==> src/ptb_pkg.sv <==
// shared constants, codes and control structs for the page table builder
`timescale 1ns / 1ps
`default_nettype none
package ptb_pkg;

    localparam int POOL_TABLES   = 16;
    localparam int TABLE_ENTRIES = 512;
    localparam int IDX_W         = $clog2(TABLE_ENTRIES);
    localparam int TBL_W         = $clog2(POOL_TABLES + 1);
    localparam int ADDR_W        = TBL_W + IDX_W;
    localparam int STORE_WORDS   = (POOL_TABLES + 1) * TABLE_ENTRIES;
    localparam int TNUM_W        = 5;
    localparam int CMP_W         = (TBL_W > TNUM_W) ? TBL_W : TNUM_W;
    localparam int PPN_W         = 44;
    localparam int VPN_W         = 45;
    localparam int LVL_W         = 3;
    localparam int WORD_W        = 64;
    localparam int USED_W        = 5;

    localparam logic [1:0] OP_MAP   = 2'd0;
    localparam logic [1:0] OP_READ  = 2'd1;
    localparam logic [1:0] OP_CLEAR = 2'd2;

    localparam logic [1:0] ST_MAPPED  = 2'd0;
    localparam logic [1:0] ST_PRESENT = 2'd1;
    localparam logic [1:0] ST_ERROR   = 2'd2;
    localparam logic [1:0] ST_DONE    = 2'd3;

    localparam logic [1:0] WSEL_ZERO = 2'd0;
    localparam logic [1:0] WSEL_MEMQ = 2'd1;
    localparam logic [1:0] WSEL_LEAF = 2'd2;

    typedef struct packed {
        logic       load_req;
        logic       walk_start;
        logic       walk_read;
        logic       req_read;
        logic       follow;
        logic       alloc;
        logic       sweep_root;
        logic       sweep_step;
        logic       level_dec;
        logic       leaf_write;
        logic       pool_reset;
        logic       res_set;
        logic [1:0] res_status;
        logic [1:0] res_wsel;
    } cmd_t;

    typedef struct packed {
        logic [1:0] opcode;
        logic       entry_valid;
        logic       stray;
        logic       pool_full;
        logic       at_leaf;
        logic       sweep_last;
        logic       read_ok;
    } stat_t;

endpackage
`default_nettype wire

==> src/ptb_ctrl.sv <==
// controller state machine for the page table builder
`timescale 1ns / 1ps
`default_nettype none
module ptb_ctrl (
    input  wire            clk,
    input  wire            rst_n,
    input  wire            in_valid,
    output logic           in_ready,
    input  wire            out_free,
    output logic           out_load,
    input  ptb_pkg::stat_t st,
    output ptb_pkg::cmd_t  cmd
);
    import ptb_pkg::*;

    localparam logic [2:0] S_INIT     = 3'd0;
    localparam logic [2:0] S_IDLE     = 3'd1;
    localparam logic [2:0] S_DECODE   = 3'd2;
    localparam logic [2:0] S_WALK_RD  = 3'd3;
    localparam logic [2:0] S_WALK_CHK = 3'd4;
    localparam logic [2:0] S_FILL     = 3'd5;
    localparam logic [2:0] S_REQ_RD   = 3'd6;
    localparam logic [2:0] S_SWEEP    = 3'd7;

    logic [2:0] state_reg, state_next;
    logic       done_reg, done_next;

    always_ff @(posedge clk or negedge rst_n)
    begin
        if (!rst_n)
        begin
            state_reg <= S_INIT;
            done_reg  <= 1'b0;
        end
        else
        begin
            state_reg <= state_next;
            done_reg  <= done_next;
        end
    end

    always_comb
    begin
        cmd        = '0;
        state_next = state_reg;
        done_next  = done_reg;
        in_ready   = 1'b0;
        out_load   = 1'b0;
        if (done_reg)
        begin
            // result waits for the output register
            if (out_free)
            begin
                out_load  = 1'b1;
                done_next = 1'b0;
            end
        end
        else
        begin
            unique case (state_reg)
                S_INIT:
                begin
                    cmd.sweep_step = 1'b1;
                    if (st.sweep_last)
                        state_next = S_IDLE;
                end
                S_IDLE:
                begin
                    in_ready = 1'b1;
                    if (in_valid)
                    begin
                        cmd.load_req = 1'b1;
                        state_next   = S_DECODE;
                    end
                end
                S_DECODE:
                begin
                    unique case (st.opcode)
                        OP_MAP:
                        begin
                            cmd.walk_start = 1'b1;
                            state_next     = S_WALK_RD;
                        end
                        OP_READ:
                        begin
                            if (st.read_ok)
                            begin
                                cmd.req_read = 1'b1;
                                state_next   = S_REQ_RD;
                            end
                            else
                            begin
                                cmd.res_set    = 1'b1;
                                cmd.res_status = ST_DONE;
                                cmd.res_wsel   = WSEL_ZERO;
                                done_next      = 1'b1;
                                state_next     = S_IDLE;
                            end
                        end
                        OP_CLEAR:
                        begin
                            cmd.sweep_root = 1'b1;
                            cmd.pool_reset = 1'b1;
                            state_next     = S_SWEEP;
                        end
                        default:
                        begin
                            cmd.res_set    = 1'b1;
                            cmd.res_status = ST_DONE;
                            cmd.res_wsel   = WSEL_ZERO;
                            done_next      = 1'b1;
                            state_next     = S_IDLE;
                        end
                    endcase
                end
                S_WALK_RD:
                begin
                    cmd.walk_read = 1'b1;
                    state_next    = S_WALK_CHK;
                end
                S_WALK_CHK:
                begin
                    if (st.at_leaf)
                    begin
                        cmd.res_set = 1'b1;
                        if (st.entry_valid)
                        begin
                            cmd.res_status = ST_PRESENT;
                            cmd.res_wsel   = WSEL_MEMQ;
                        end
                        else
                        begin
                            cmd.leaf_write = 1'b1;
                            cmd.res_status = ST_MAPPED;
                            cmd.res_wsel   = WSEL_LEAF;
                        end
                        done_next  = 1'b1;
                        state_next = S_IDLE;
                    end
                    else if (st.entry_valid)
                    begin
                        if (st.stray)
                        begin
                            cmd.res_set    = 1'b1;
                            cmd.res_status = ST_ERROR;
                            cmd.res_wsel   = WSEL_ZERO;
                            done_next      = 1'b1;
                            state_next     = S_IDLE;
                        end
                        else
                        begin
                            cmd.follow = 1'b1;
                            state_next = S_WALK_RD;
                        end
                    end
                    else if (st.pool_full)
                    begin
                        cmd.res_set    = 1'b1;
                        cmd.res_status = ST_ERROR;
                        cmd.res_wsel   = WSEL_ZERO;
                        done_next      = 1'b1;
                        state_next     = S_IDLE;
                    end
                    else
                    begin
                        cmd.alloc  = 1'b1;
                        state_next = S_FILL;
                    end
                end
                S_FILL:
                begin
                    cmd.sweep_step = 1'b1;
                    if (st.sweep_last)
                    begin
                        cmd.level_dec = 1'b1;
                        state_next    = S_WALK_RD;
                    end
                end
                S_REQ_RD:
                begin
                    cmd.res_set    = 1'b1;
                    cmd.res_status = ST_DONE;
                    cmd.res_wsel   = WSEL_MEMQ;
                    done_next      = 1'b1;
                    state_next     = S_IDLE;
                end
                S_SWEEP:
                begin
                    cmd.sweep_step = 1'b1;
                    if (st.sweep_last)
                    begin
                        cmd.res_set    = 1'b1;
                        cmd.res_status = ST_DONE;
                        cmd.res_wsel   = WSEL_ZERO;
                        done_next      = 1'b1;
                        state_next     = S_IDLE;
                    end
                end
                default:
                begin
                    state_next = S_IDLE;
                end
            endcase
        end
    end

endmodule
`default_nettype wire

==> config.mk <==
export PLATFORM = sky130hd
export DESIGN_NAME = ptb_ctrl
export DESIGN_NICKNAME = d
export VERILOG_FILES = /design/src/ptb_pkg.sv /design/src/ptb_ctrl.sv
export SDC_FILE = /design/constraint.sdc
export NUM_CORES = 1
export LEC_CHECK = 0
export BUFFER_PORTS_ARGS = -buffer_cell sky130_fd_sc_hd__buf_4
export CORE_UTILIZATION = 37
export DETAILED_ROUTE_END_ITERATION = 16
export PLACE_DENSITY = 0.71
export SETUP_SLACK_MARGIN = 0.05
export SKIP_LAST_GASP = 1
export SLEW_MARGIN = 20
export SYNTH_ARGS = -nofsm -noshare
export SYNTH_HDL_FRONTEND = slang
export SYNTH_SLANG_ARGS = --single-unit
==> constraint.sdc <==
create_clock -name clk -period 1.4 [get_ports clk]
set_input_delay 0.28 -clock clk [delete_from_list [all_inputs] [get_ports clk]]
set_output_delay 0.28 -clock clk [all_outputs]
set_load 0.005 [all_outputs]
# After elaboration in Yosys (flattened, before gate mapping)
# Index checks and enable logic that the tools add are counted.
# Widths: inputs -> output; s select.
# op_classes
eq_ne,12
n_mux,55
bitwise,1
n_reduce_logical,6
# op_table
op,count
$mux 1,31
$mux 5,6
$mux 3,8
$pmux 3 s7,1
$pmux 5 s4,1
$mux 16,1
$eq 3x3->1 const B,4
$pmux 5 s2,1
$pmux 3 s3,1
$eq 3x2->1 const B,2
$mux 2,3
$ne 2x2->1 const B,2
$pmux 1 s4,1
$reduce_and 4->1,1
$reduce_or 2->1,2
$eq 3x1->1 const B,1
$logic_not 3->1,1
$reduce_or 3->1,1
$eq 2x1->1 const B,1
$eq 2x2->1 const B,1
$logic_not 2->1,1
$ne 2x1->1 const B,1
$pmux 1 s2,1
$not 1->1,1
# totals
reg_bits,4
elab_cells,76

# Depth between registers and ports, before layout
# Gate-level depths: netlist of run 1.
# depth
ltp_word,5
depth_mapped,5

# Worst setup path after synthesis of run 1
# No wires, ideal clock.
# synth_timing
path_kind,reg-to-output
from,register state_reg[0]
to,output port cmd[9] (netlist name)
arrival_ps,1346
path_slack_ps,-226
stages_incl_launch_ff,5
n_path_buf,2
cell_sequence,dfrtp_1 clkbuf_1 nand2b_1 nor4bb_1 buf_4
# synth_lines
item,line_no,text
"start, declared",ptb_ctrl.sv:25,"logic [2:0] state_reg, state_next;"
"start signal, assigned",ptb_ctrl.sv:37,state_reg <= state_next;
"end, declared",ptb_ctrl.sv:12,output ptb_pkg::cmd_t cmd

==> results.sh, run 1 <==
export IMPL_ys_flop_type="dfrtp_1"
export IMPL_clk_pin_slew_ns=0.04
export IMPL_cpMostUsedCell="buf_4"
export IMPL_r2r_setup_slack_ns=-0.26
export IMPL_drive_gt1_share_pct=65.1
export IMPL_clockBufferDepth=2
export IMPL_min_path_type="in -> reg"
export IMPL_met2_usage_pct=49.2
export IMPL_arrival_ns=1.69
export IMPL_place_port_buffers=29
export IMPL_drv_cap=0
export IMPL_drt_vias_per_instance=6.04
export IMPL_drtPass1Iterations=4
export IMPL_clock_latency_ns=0.24
export IMPL_antenna_found_initial=0
export IMPL_period_share_pct=141
export IMPL_path_class="reg -> out"
export IMPL_drc_errors=0
export IMPL_rsz0062_at_grt="true"
export IMPL_synth_cell_types=32
export IMPL_area_growth_pct=127
export IMPL_relSlewSlack_pct=77.9
export IMPL_worst_pin_slew_ns=0.327
export IMPL_async_flop_share_pct=100
export IMPL_grt_busiest_layer="met2"
export IMPL_r2r_start="state_reg[0]"
export IMPL_synth_edf_count=0
export IMPL_clock_skew_ns=0.00669
export IMPL_p_total_uw=2230
export IMPL_rows=13
export IMPL_die_width_um=39.3
export IMPL_largest_register_ffs=3
export IMPL_ant_nets=0
export IMPL_gr_usage_met3_pct=1.70
export IMPL_gp_congestion=0.807
export IMPL_crit_path_end="cmd[10]"
export IMPL_grt_max_degree=14
export IMPL_netlist_area_um2=514
export IMPL_pre_cts_ws_ns=-0.260
export IMPL_core_um2=1300
export IMPL_syn_inst=73
export IMPL_dieArea_um2=1540
export IMPL_seq_area_frac_synth_pct=19.5
export IMPL_layout_min_cycle_time_ns=1.97
export IMPL_synth_seq_cells=4
export IMPL_clock_root_buffer="clkbuf_4"
export IMPL_setup_violations=22
export IMPL_initial_core_util_pct=39.5
export IMPL_startpoint="state_reg[0]"
export IMPL_dpl_hpwl_um=1340
export IMPL_cts_tree="built"
export IMPL_die_y_um=39.3
export IMPL_hold_violations=0
export IMPL_grt_use_total_pct=26.2
export IMPL_htree_levels=1
export IMPL_fillers=64
export IMPL_wire_per_inst_um=18.4
export IMPL_outcome="complete, but fails checks"
export IMPL_synth_area_per_cell_um2=7.04
export IMPL_fin_ws_ns=-0.575
export IMPL_numCtsBuffers=3
export IMPL_first_iter_violations=25
export IMPL_power_density_nw_per_um2=1910
export IMPL_cp_end_kind="primary output"
export IMPL_first_global_vias=641
export IMPL_cp_slowest_cell="dfrtp_1"
export IMPL_hp_start="out_free"
export IMPL_crit_path_start_kind="flop"
export IMPL_syn_nets=85
export IMPL_cts_sinks=4
export IMPL_p_leak_uw=0.000564
export IMPL_num_vias=870
export IMPL_violations="negative setup slack"
export IMPL_crit_required_ns=1.12
export IMPL_antenna_cells=0
export IMPL_grt_pass1_wl_um=2670
export IMPL_critPathMaxFanout=5
export IMPL_clock_fmax_ghz=0.506
export IMPL_ios=30
export IMPL_rr_worst_depth=8
export IMPL_grt_overflow=0
export IMPL_yosysWarnings=0
export IMPL_r2r_end="state_reg[2]"
export IMPL_routed_wl_um=2640
export IMPL_gr_usage_met1_pct=30.2
export IMPL_slowest_delay_ns=0.39
export IMPL_slew_violations=0
export IMPL_vdd_ir_drop_max_mv=1.57
export IMPL_crit_path_cell_trace="buf_4 -> buf_6 -> buf_8 -> nor4_4 -> nor3b_2 -> buf_4"
export IMPL_nets=143
==> metrics by stage <==
stage | TNS [ns] | hold slack [ns] | instances | utilization [%] | instance area, µm²
6_report | -8.10 | 0.239 | 144 | 89.8 | 1170
5_1_grt | -9.35 | 0.254 | 144 | 89.8 | 1170
4_1_cts | -5.85 | 0.235 | 140 | 80.5 | 1050
3_5_place_dp | -1.41 | 0.0766 | 132 | 70.8 | 921
3_3_place_gp | -1.13 | 0.0754 | 132 | 70.8 | 921
2_1_floorplan | -0.561 | -0.0156 | 73 | - | 576
==> worst max-delay path: cells and delay by family, from the launching register on <==
kind | cells | cell delay, ns
and+or+nand+nor | 2 | 0.56
buffers and inverters | 4 | 0.50
DFF | 1 | 0.39
==> timing repair <==
| item | CTS | global route |
|---|---|---|
| endpoints found under the hold margin | 4 | 0 |
| pin swaps | 6 | 9 |
| endpoints found under the setup margin | 22 | 22 |
| buffers inserted | 4 | 4 |
| hold buffers | 1 | 0 |
| resized for setup | 16 | 21 |
==> placed cells by master, fill, tap and decap left out, types with 3 or more instances in the layout <==
master	count
a31oi_1	3
a21oi_1	3
clkbuf_4	3
nor4_4	3
nor2b_1	3
buf_6	5
buf_4	49
inv_1	4
nor2_1	5
nand2_1	5
dfrtp_1	4
==> per-layer routing <==
metal	vias to the layer above	wire length [µm]
met5	-	0
met4	0	129
met3	15	161
met2	51	1300
met1	424	1060
li1	380	-
==> cell type report <==
type,count,area (µm²),area share [%]
inverter,4,15.0,1.28
timing repair buffer,57,464,39.7
sequential,4,100,8.57
clock buffer,3,22.5,1.93
multi-input combinational,61,548,46.9
tap,15,18.8,1.61
==> power by group <==
part,internal [µW],switching (µW),leakage (µW),total (µW)
sequential,171,46.7,0.0000499,217
clock,96.2,51.6,0.0000138,148
combinational,972,892,0.000500,1860
==> synth_stat cells, types with 2 or more instances <==
| cell | number | area share [%] |
|---|---|---|
| nor4_1 | 3 | 3.7 |
| inv_1 | 4 | 2.9 |
| nand2_1 | 6 | 4.4 |
| nor2b_1 | 5 | 6.1 |
| a31oi_1 | 3 | 3.7 |
| nor2_1 | 8 | 5.8 |
| clkbuf_1 | 2 | 1.5 |
| o21bai_1 | 2 | 2.9 |
| mux2_2 | 2 | 4.4 |
| and3_1 | 2 | 2.4 |
| dfrtp_1 | 4 | 19 |
| and2_1 | 4 | 4.9 |
| o21ai_0 | 3 | 2.9 |
| nor3_1 | 3 | 2.9 |
| a21oi_1 | 4 | 3.9 |
| nor3b_1 | 2 | 2.9 |
==> kinds of logic after synthesis <==
group,share of synthesized area (%)
AO/OA/AOI/OAI,25.5
multiplexers,4.38
flip-flops,19.5
buffers and inverters,6.81
AND/OR/NAND/NOR,43.8
==> worst min-delay path by stage <==
| stage | depth (start not counted) | endpoint |
|---|---|---|
| 6_report | 2 | done_reg |
| 5_1_grt | 2 | done_reg |
| 4_1_cts | 2 | done_reg |
| 3_5_place_dp | 1 | done_reg |
| 3_3_place_gp | 1 | done_reg |
| 2_1_floorplan | 0 | done_reg |
(Power assumes the default switching activity.)
==> run 2, diff against run 1 <==
Settings changed: CTS_BUF_LIST from default to sky130_fd_sc_hd__clkbuf_16.
==> results.sh, run 2 <==
export IMPL_ys_flop_type="dfrtp_1"
export IMPL_outcome="aborted with a tool error"
export IMPL_syn_nets=85
export IMPL_dpl_hpwl_um=1340
export IMPL_htree_levels=1
export IMPL_synth_area_per_cell_um2=7.04
export IMPL_seq_area_frac_synth_pct=19.5
export IMPL_clockBufferDepth=2
export IMPL_numCtsBuffers=3
export IMPL_synth_area_top_cells="dfrtp_1, nor2b_1, nor2_1, and2_1, mux2_2"
export IMPL_place_inst=132
export IMPL_die_width_um=39.3
export IMPL_pre_cts_ws_ns=-0.260
export IMPL_rows=13
export IMPL_die_y_um=39.3
export IMPL_initial_core_util_pct=39.5
export IMPL_synth_edf_count=0
export IMPL_syn_inst=73
export IMPL_synth_area_leader_cell="dfrtp_1"
export IMPL_ios=30
export IMPL_grt_max_degree=14
export IMPL_yosysWarnings=0
export IMPL_synth_most_common_cell="nor2_1"
export IMPL_netlist_area_um2=514
export IMPL_placed_area_um2=921
export IMPL_synth_cell_types=32
export IMPL_cts_sinks=4
export IMPL_firstError="[ERROR DPL-0033] detailed placement checks failed during check placement."
export IMPL_worstEndpointType="primary output"
export IMPL_stop_stage="global routing (5_1_grt)"
export IMPL_gp_congestion=0.807
export IMPL_worst_endpoint="cmd[2]"
export IMPL_synth_common_cells="nor2_1, nand2_1, nor2b_1"
export IMPL_clock_root_buffer="clkbuf_16"
export IMPL_netlist_area_leader_share_pct=19.5
export IMPL_synth_seq_cells=4
export IMPL_antenna_found_initial=0
export IMPL_place_port_buffers=29
export IMPL_async_flop_share_pct=100
## run 2: cell counts after synthesis
Identical to the previous run, type by type.
## run 2: cells by family after synthesis
kind of cell,synth area share (%)
simple gates,43.8
compound gates,25.5
buf+inv,6.81
flops,19.5
mux,4.38
## run 2: metrics by stage
stage | TNS [ns] | hold slack, ns
after CTS | -7.07 | 0.275
after floorplan | -0.561 | -0.0156
after detailed placement | -1.41 | 0.0766
after global placement | -1.13 | 0.0754
## run 2: what timing repair did
item | in CTS
endpoints found under the setup margin | 22
pin swaps | 18
hold buffers | 1
buffers inserted | 8
hold endpoints to repair | 4
resized for setup | 33
==> run 3, diff against run 2 <==
Settings changed: CORE_AREA from default to 2 2 63 65, CORE_UTILIZATION 37 to default, CTS_BUF_LIST sky130_fd_sc_hd__clkbuf_16 to default, DIE_AREA from default to 0 0 65 67, PLACE_DENSITY 0.71 to default, PLACE_DENSITY_LB_ADDON from default to 0.15, SETUP_SLACK_MARGIN 0.05 to default.
Clock period 1.4 ns to 1.82 ns, I/O delays scaled along.
==> results.sh, run 3 (same netlist as run 1, synthesis figures left out) <==
export IMPL_outcome="complete, but fails checks"
export IMPL_violations="negative setup slack"
export IMPL_setup_violations=3
export IMPL_rows=22
export IMPL_first_iter_violations=13
export IMPL_fin_tns_setup_ns=-0.471
export IMPL_pre_cts_ws_ns=0.0740
export IMPL_worst_pin_slew_ns=0.351
export IMPL_clk_pin_slew_ns=0.03
export IMPL_critPathMaxFanout=4
export IMPL_r2r_end="state_reg[2]"
export IMPL_first_global_vias=643
export IMPL_clock_skew_ns=0.00213
export IMPL_p_sw_share_pct=41.2
export IMPL_grt_pass1_wl_um=3030
export IMPL_rr_worst_depth=5
export IMPL_switchingPower_uw=502
export IMPL_r2r_setup_slack_ns=0.31
export IMPL_drive_gt1_share_pct=45.0
export IMPL_cp_end_kind="primary output"
export IMPL_fillers=411
export IMPL_hold_path_end="done_reg"
export IMPL_largest_register_ffs=3
export IMPL_hp_start="out_free"
export IMPL_min_path_type="in -> reg"
export IMPL_clock_fmax_ghz=0.504
export IMPL_post_cts_repair_setup_buffers=0
export IMPL_period_share_pct=109
export IMPL_clock_latency_ns=0.21
export IMPL_power_density_nw_per_um2=1300
export IMPL_met2WireLength_um=885
export IMPL_vdd_ir_drop_max_mv=0.569
export IMPL_arrival_ns=1.62
export IMPL_die_y_um=67
export IMPL_num_vias=677
export IMPL_grt_overflow=0
export IMPL_internal_power_uw=716
export IMPL_p_leak_uw=0.000436
export IMPL_holdWs_ns=0.344
export IMPL_crit_path_start_kind="flop"
export IMPL_hold_violations=0
export IMPL_layout_min_cycle_time_ns=1.98
export IMPL_wire_per_inst_um=12.1
export IMPL_routed_wl_um=1920
export IMPL_layout_commonest_cell="buf_4"
export IMPL_drv_cap=0
export IMPL_wl_met1_um=907
export IMPL_cts_tree="built"
export IMPL_dieArea_um2=4360
export IMPL_nets=125
export IMPL_grt_max_degree=14
export IMPL_p_total_uw=1220
export IMPL_drt_vias_per_instance=4.26
export IMPL_slew_violations=0
export IMPL_dr_wl_met3_um=103
export IMPL_htree_levels=1
export IMPL_place_port_buffers=29
export IMPL_drc_errors=0
export IMPL_crit_required_ns=1.46
export IMPL_pwr_share_comb_pct=71.2
export IMPL_fin_ws_ns=-0.164
export IMPL_r2r_start="state_reg[1]"
export IMPL_area_growth_pct=82.5
export IMPL_whs_path_depth=2
export IMPL_relSlewSlack_pct=76.5
export IMPL_cts_sinks=4
export IMPL_clockBufferDepth=2
export IMPL_numCtsBuffers=3
export IMPL_gp_congestion=0.747
export IMPL_clock_root_buffer="clkbuf_8"
export IMPL_ios=30
export IMPL_p_seq_share_pct=14.0
export IMPL_clockPowerShare_pct=14.7
export IMPL_path_class="reg -> out"
export IMPL_rsz0062_at_grt="true"
export IMPL_initial_core_util_pct=14.3
export IMPL_final_cell_mix="buf_4, nor2_1, nand2_1"
export IMPL_highest_layer="met4"
export IMPL_dpl_hpwl_um=1530
export IMPL_antenna_cells=0
export IMPL_die_width_um=65
export IMPL_core_um2=3610
export IMPL_grt_use_total_pct=9.23
export IMPL_ant_nets=0
export IMPL_drtPass1Iterations=4
export IMPL_antenna_found_initial=0
[run 3: layer usage]
| metal | vias to the layer above | GRT usage, % |
|---|---|---|
| li1 | 344 | - |
| met1 | 313 | 11.7 |
| met2 | 18 | 14.4 |
| met3 | 2 | 2.20 |
| met4 | 0 | 4.79 |
| met5 | - | 0 |
[run 3: layout make-up]
cell class | instances | area, µm² | area share, %
multi-input combinational | 61 | 427 | 45.5
timing repair buffer | 39 | 295 | 31.5
sequential | 4 | 100 | 10.7
tap | 48 | 60.1 | 6.40
clock buffer | 3 | 41.3 | 4.40
inverter | 4 | 15.0 | 1.60
[run 3: power by group through the flow]
| stage | sequential (µW) | combinational [µW] | clock (µW) |
|---|---|---|---|
| finish | 171 | 868 | 179 |
| global route | 178 | 972 | 199 |
| CTS | 172 | 847 | 187 |
| detailed placement | 174 | 811 | 0 |
| global placement | 174 | 814 | 0 |
| floorplan | 178 | 432 | 0 |
[run 3: how the worst max path moves through the flow]
stage / startpoint / end / slack, ns
6_report: state_reg[0] / cmd[3] / -0.16
5_1_grt: state_reg[0] / cmd[3] / -0.26
4_1_cts: state_reg[0] / cmd[4] / -0.17
3_5_place_dp: state_reg[0] / cmd[4] / 0.07
3_3_place_gp: state_reg[0] / cmd[4] / 0.11
2_1_floorplan: state_reg[0] / cmd[9] / 0.11
[run 3: timing repair]
item	in CTS	in global routing
endpoints found under the hold margin	4	0
gates resized for setup	4	4
setup endpoints to repair	7	10
pin swaps	1	1
hold buffers	1	0
[run 3: stage by stage]
step                      std cells  util, %  area [µm²]
after floorplan                  73        -         514
after global placement          155     23.3         840
after detailed placement        155     23.3         840
after CTS                       159     25.4         916
after global routing            159     26.0         938
final                           159     26.0         938
[run 3: critical path: stages (launching register included)]
cell	delay [ns]
dfrtp_1	0.39
or3b_1	0.38
o32a_1	0.34
a21oi_1	0.17
buf_4	0.13
==> run 4, diff against run 3 <==
Settings changed: GPL_TIMING_DRIVEN from default to 0.
==> results.sh, run 4 (same netlist as run 1, synthesis figures left out) <==
export IMPL_die_y_um=67
export IMPL_dieArea_um2=4360
export IMPL_first_iter_violations=30
export IMPL_grt_pass1_wl_um=3080
export IMPL_min_path_type="in -> reg"
export IMPL_place_port_buffers=29
export IMPL_worst_pin_slew_ns=0.437
export IMPL_period_share_pct=110
export IMPL_outcome="complete, but fails checks"
export IMPL_drv_cap=0
export IMPL_slowest_delay_ns=0.43
export IMPL_startpoint="state_reg[0]"
export IMPL_grt_max_degree=11
export IMPL_multi_input_area_um2=497
export IMPL_relSlewSlack_pct=70.8
export IMPL_cts_sinks=4
export IMPL_fin_tns_setup_ns=-1.02
export IMPL_grt_use_total_pct=9.26
export IMPL_largest_register_ffs=3
export IMPL_final_util_pct=30.1
export IMPL_power_density_nw_per_um2=1340
export IMPL_final_cell_count_no_fill=164
export IMPL_final_cell_mix="buf_4, nor2_1, nand2_1, clkbuf_8, dfrtp_2"
export IMPL_cp_end_kind="primary output"
export IMPL_clock_latency_ns=0.21
export IMPL_arrival_ns=1.64
export IMPL_violations="negative setup slack"
export IMPL_ant_nets=0
export IMPL_clock_skew_ns=0.000248
export IMPL_grt_overflow=0
export IMPL_r2r_start="state_reg[0]"
export IMPL_drc_errors=0
export IMPL_num_vias=692
export IMPL_clockBufferDepth=2
export IMPL_clock_fmax_ghz=0.499
export IMPL_drtPass1Iterations=4
export IMPL_place_inst=150
export IMPL_antenna_found_initial=0
export IMPL_drt_vias_per_instance=4.22
export IMPL_cp_slowest_cell="dfrtp_2"
export IMPL_dpl_hpwl_um=1430
export IMPL_hold_violations=0
export IMPL_first_global_vias=660
export IMPL_antenna_cells=0
export IMPL_pre_cts_ws_ns=-0.146
export IMPL_cts_tree="built"
export IMPL_rsz0062_at_grt="true"
export IMPL_core_um2=3610
export IMPL_fin_ws_ns=-0.184
export IMPL_clock_root_buffer="clkbuf_8"
export IMPL_r2r_setup_slack_ns=0.14
export IMPL_r2r_end="state_reg[1]"
export IMPL_initial_core_util_pct=14.3
export IMPL_slew_violations=0
export IMPL_path_class="reg -> out"
export IMPL_rr_worst_depth=8
export IMPL_p_total_uw=1450
export IMPL_layout_commonest_cell="buf_4"
export IMPL_numCtsBuffers=3
export IMPL_vdd_ir_drop_max_mv=0.426
export IMPL_die_width_um=65
export IMPL_area_growth_pct=111
export IMPL_clk_pin_slew_ns=0.03
export IMPL_layout_min_cycle_time_ns=2.00
export IMPL_setup_violations=10
export IMPL_htree_levels=1
export IMPL_ios=30
export IMPL_crit_path_end="cmd[4]"
export IMPL_critPathMaxFanout=7
export IMPL_drive_gt1_share_pct=58.6
export IMPL_routed_wl_um=1980
export IMPL_p_leak_uw=0.000494
export IMPL_crit_path_cell_trace="or3b_1 -> o32a_1 -> a21oi_2 -> buf_4"
export IMPL_fillers=394
export IMPL_nets=130
export IMPL_regArea_um2=105
export IMPL_gp_congestion=0.780
export IMPL_crit_path_start_kind="flop"
export IMPL_crit_required_ns=1.46
export IMPL_rows=22
export IMPL_wire_per_inst_um=12.0
[run 4: area by class of cell]
type / count / area share [%]
Buffer: 3 / 3.34
Clock buffer: 3 / 3.81
Inverter: 4 / 1.38
Multi-Input combinational cell: 61 / 45.8
Sequential cell: 4 / 9.69
Tap cell: 48 / 5.54
Timing Repair Buffer: 41 / 30.4
[run 4: power by group]
part / switching [µW] / internal [µW]
Sequential: 90.5 / 139
Clock: 40.0 / 140
Combinational: 450 / 591
[run 4: critical path, delay by kind of cell, from the launching register on]
family          cells  cell delay (ns)
compound gates      2             0.50
simple gates        1             0.37
buf+inv             1             0.12
flops               1             0.43
[run 4: what timing repair did]
action | 4_1_cts | 5_1_grt
resized for setup | 23 | 15
hold buffers | 1 | 0
pin swaps | 2 | 4
setup buffers | 3 | 8
endpoints found under the setup margin | 14 | 14
endpoints found under the hold margin | 4 | 0
[run 4: how the worst min path moves through the flow]
stage,start,endpoint,slack (ns),cells past startpoint
final,out_free,done_reg,0.34,2
after floorplan,rst_n,done_reg,0.07,0
after CTS,out_free,done_reg,0.34,2
after global routing,out_free,done_reg,0.33,2
after global placement,rst_n,done_reg,0.16,1
after detailed placement,rst_n,done_reg,0.16,1
[run 4: per-layer routing]
metal | up-vias | wire, µm | GRT usage [%]
li1 | 354 | - | -
met1 | 316 | 880 | 10.8
met2 | 20 | 973 | 16.5
met3 | 2 | 101 | 2.70
met4 | 0 | 19 | 2.39
met5 | - | 0 | 0
[run 4: per-stage QoR]
step | hold WS (ns) | area, µm²
global placement | 0.162 | 792
finish | 0.338 | 1080
detailed placement | 0.163 | 792
global route | 0.335 | 1080
CTS | 0.337 | 958
floorplan | 0.0684 | 514
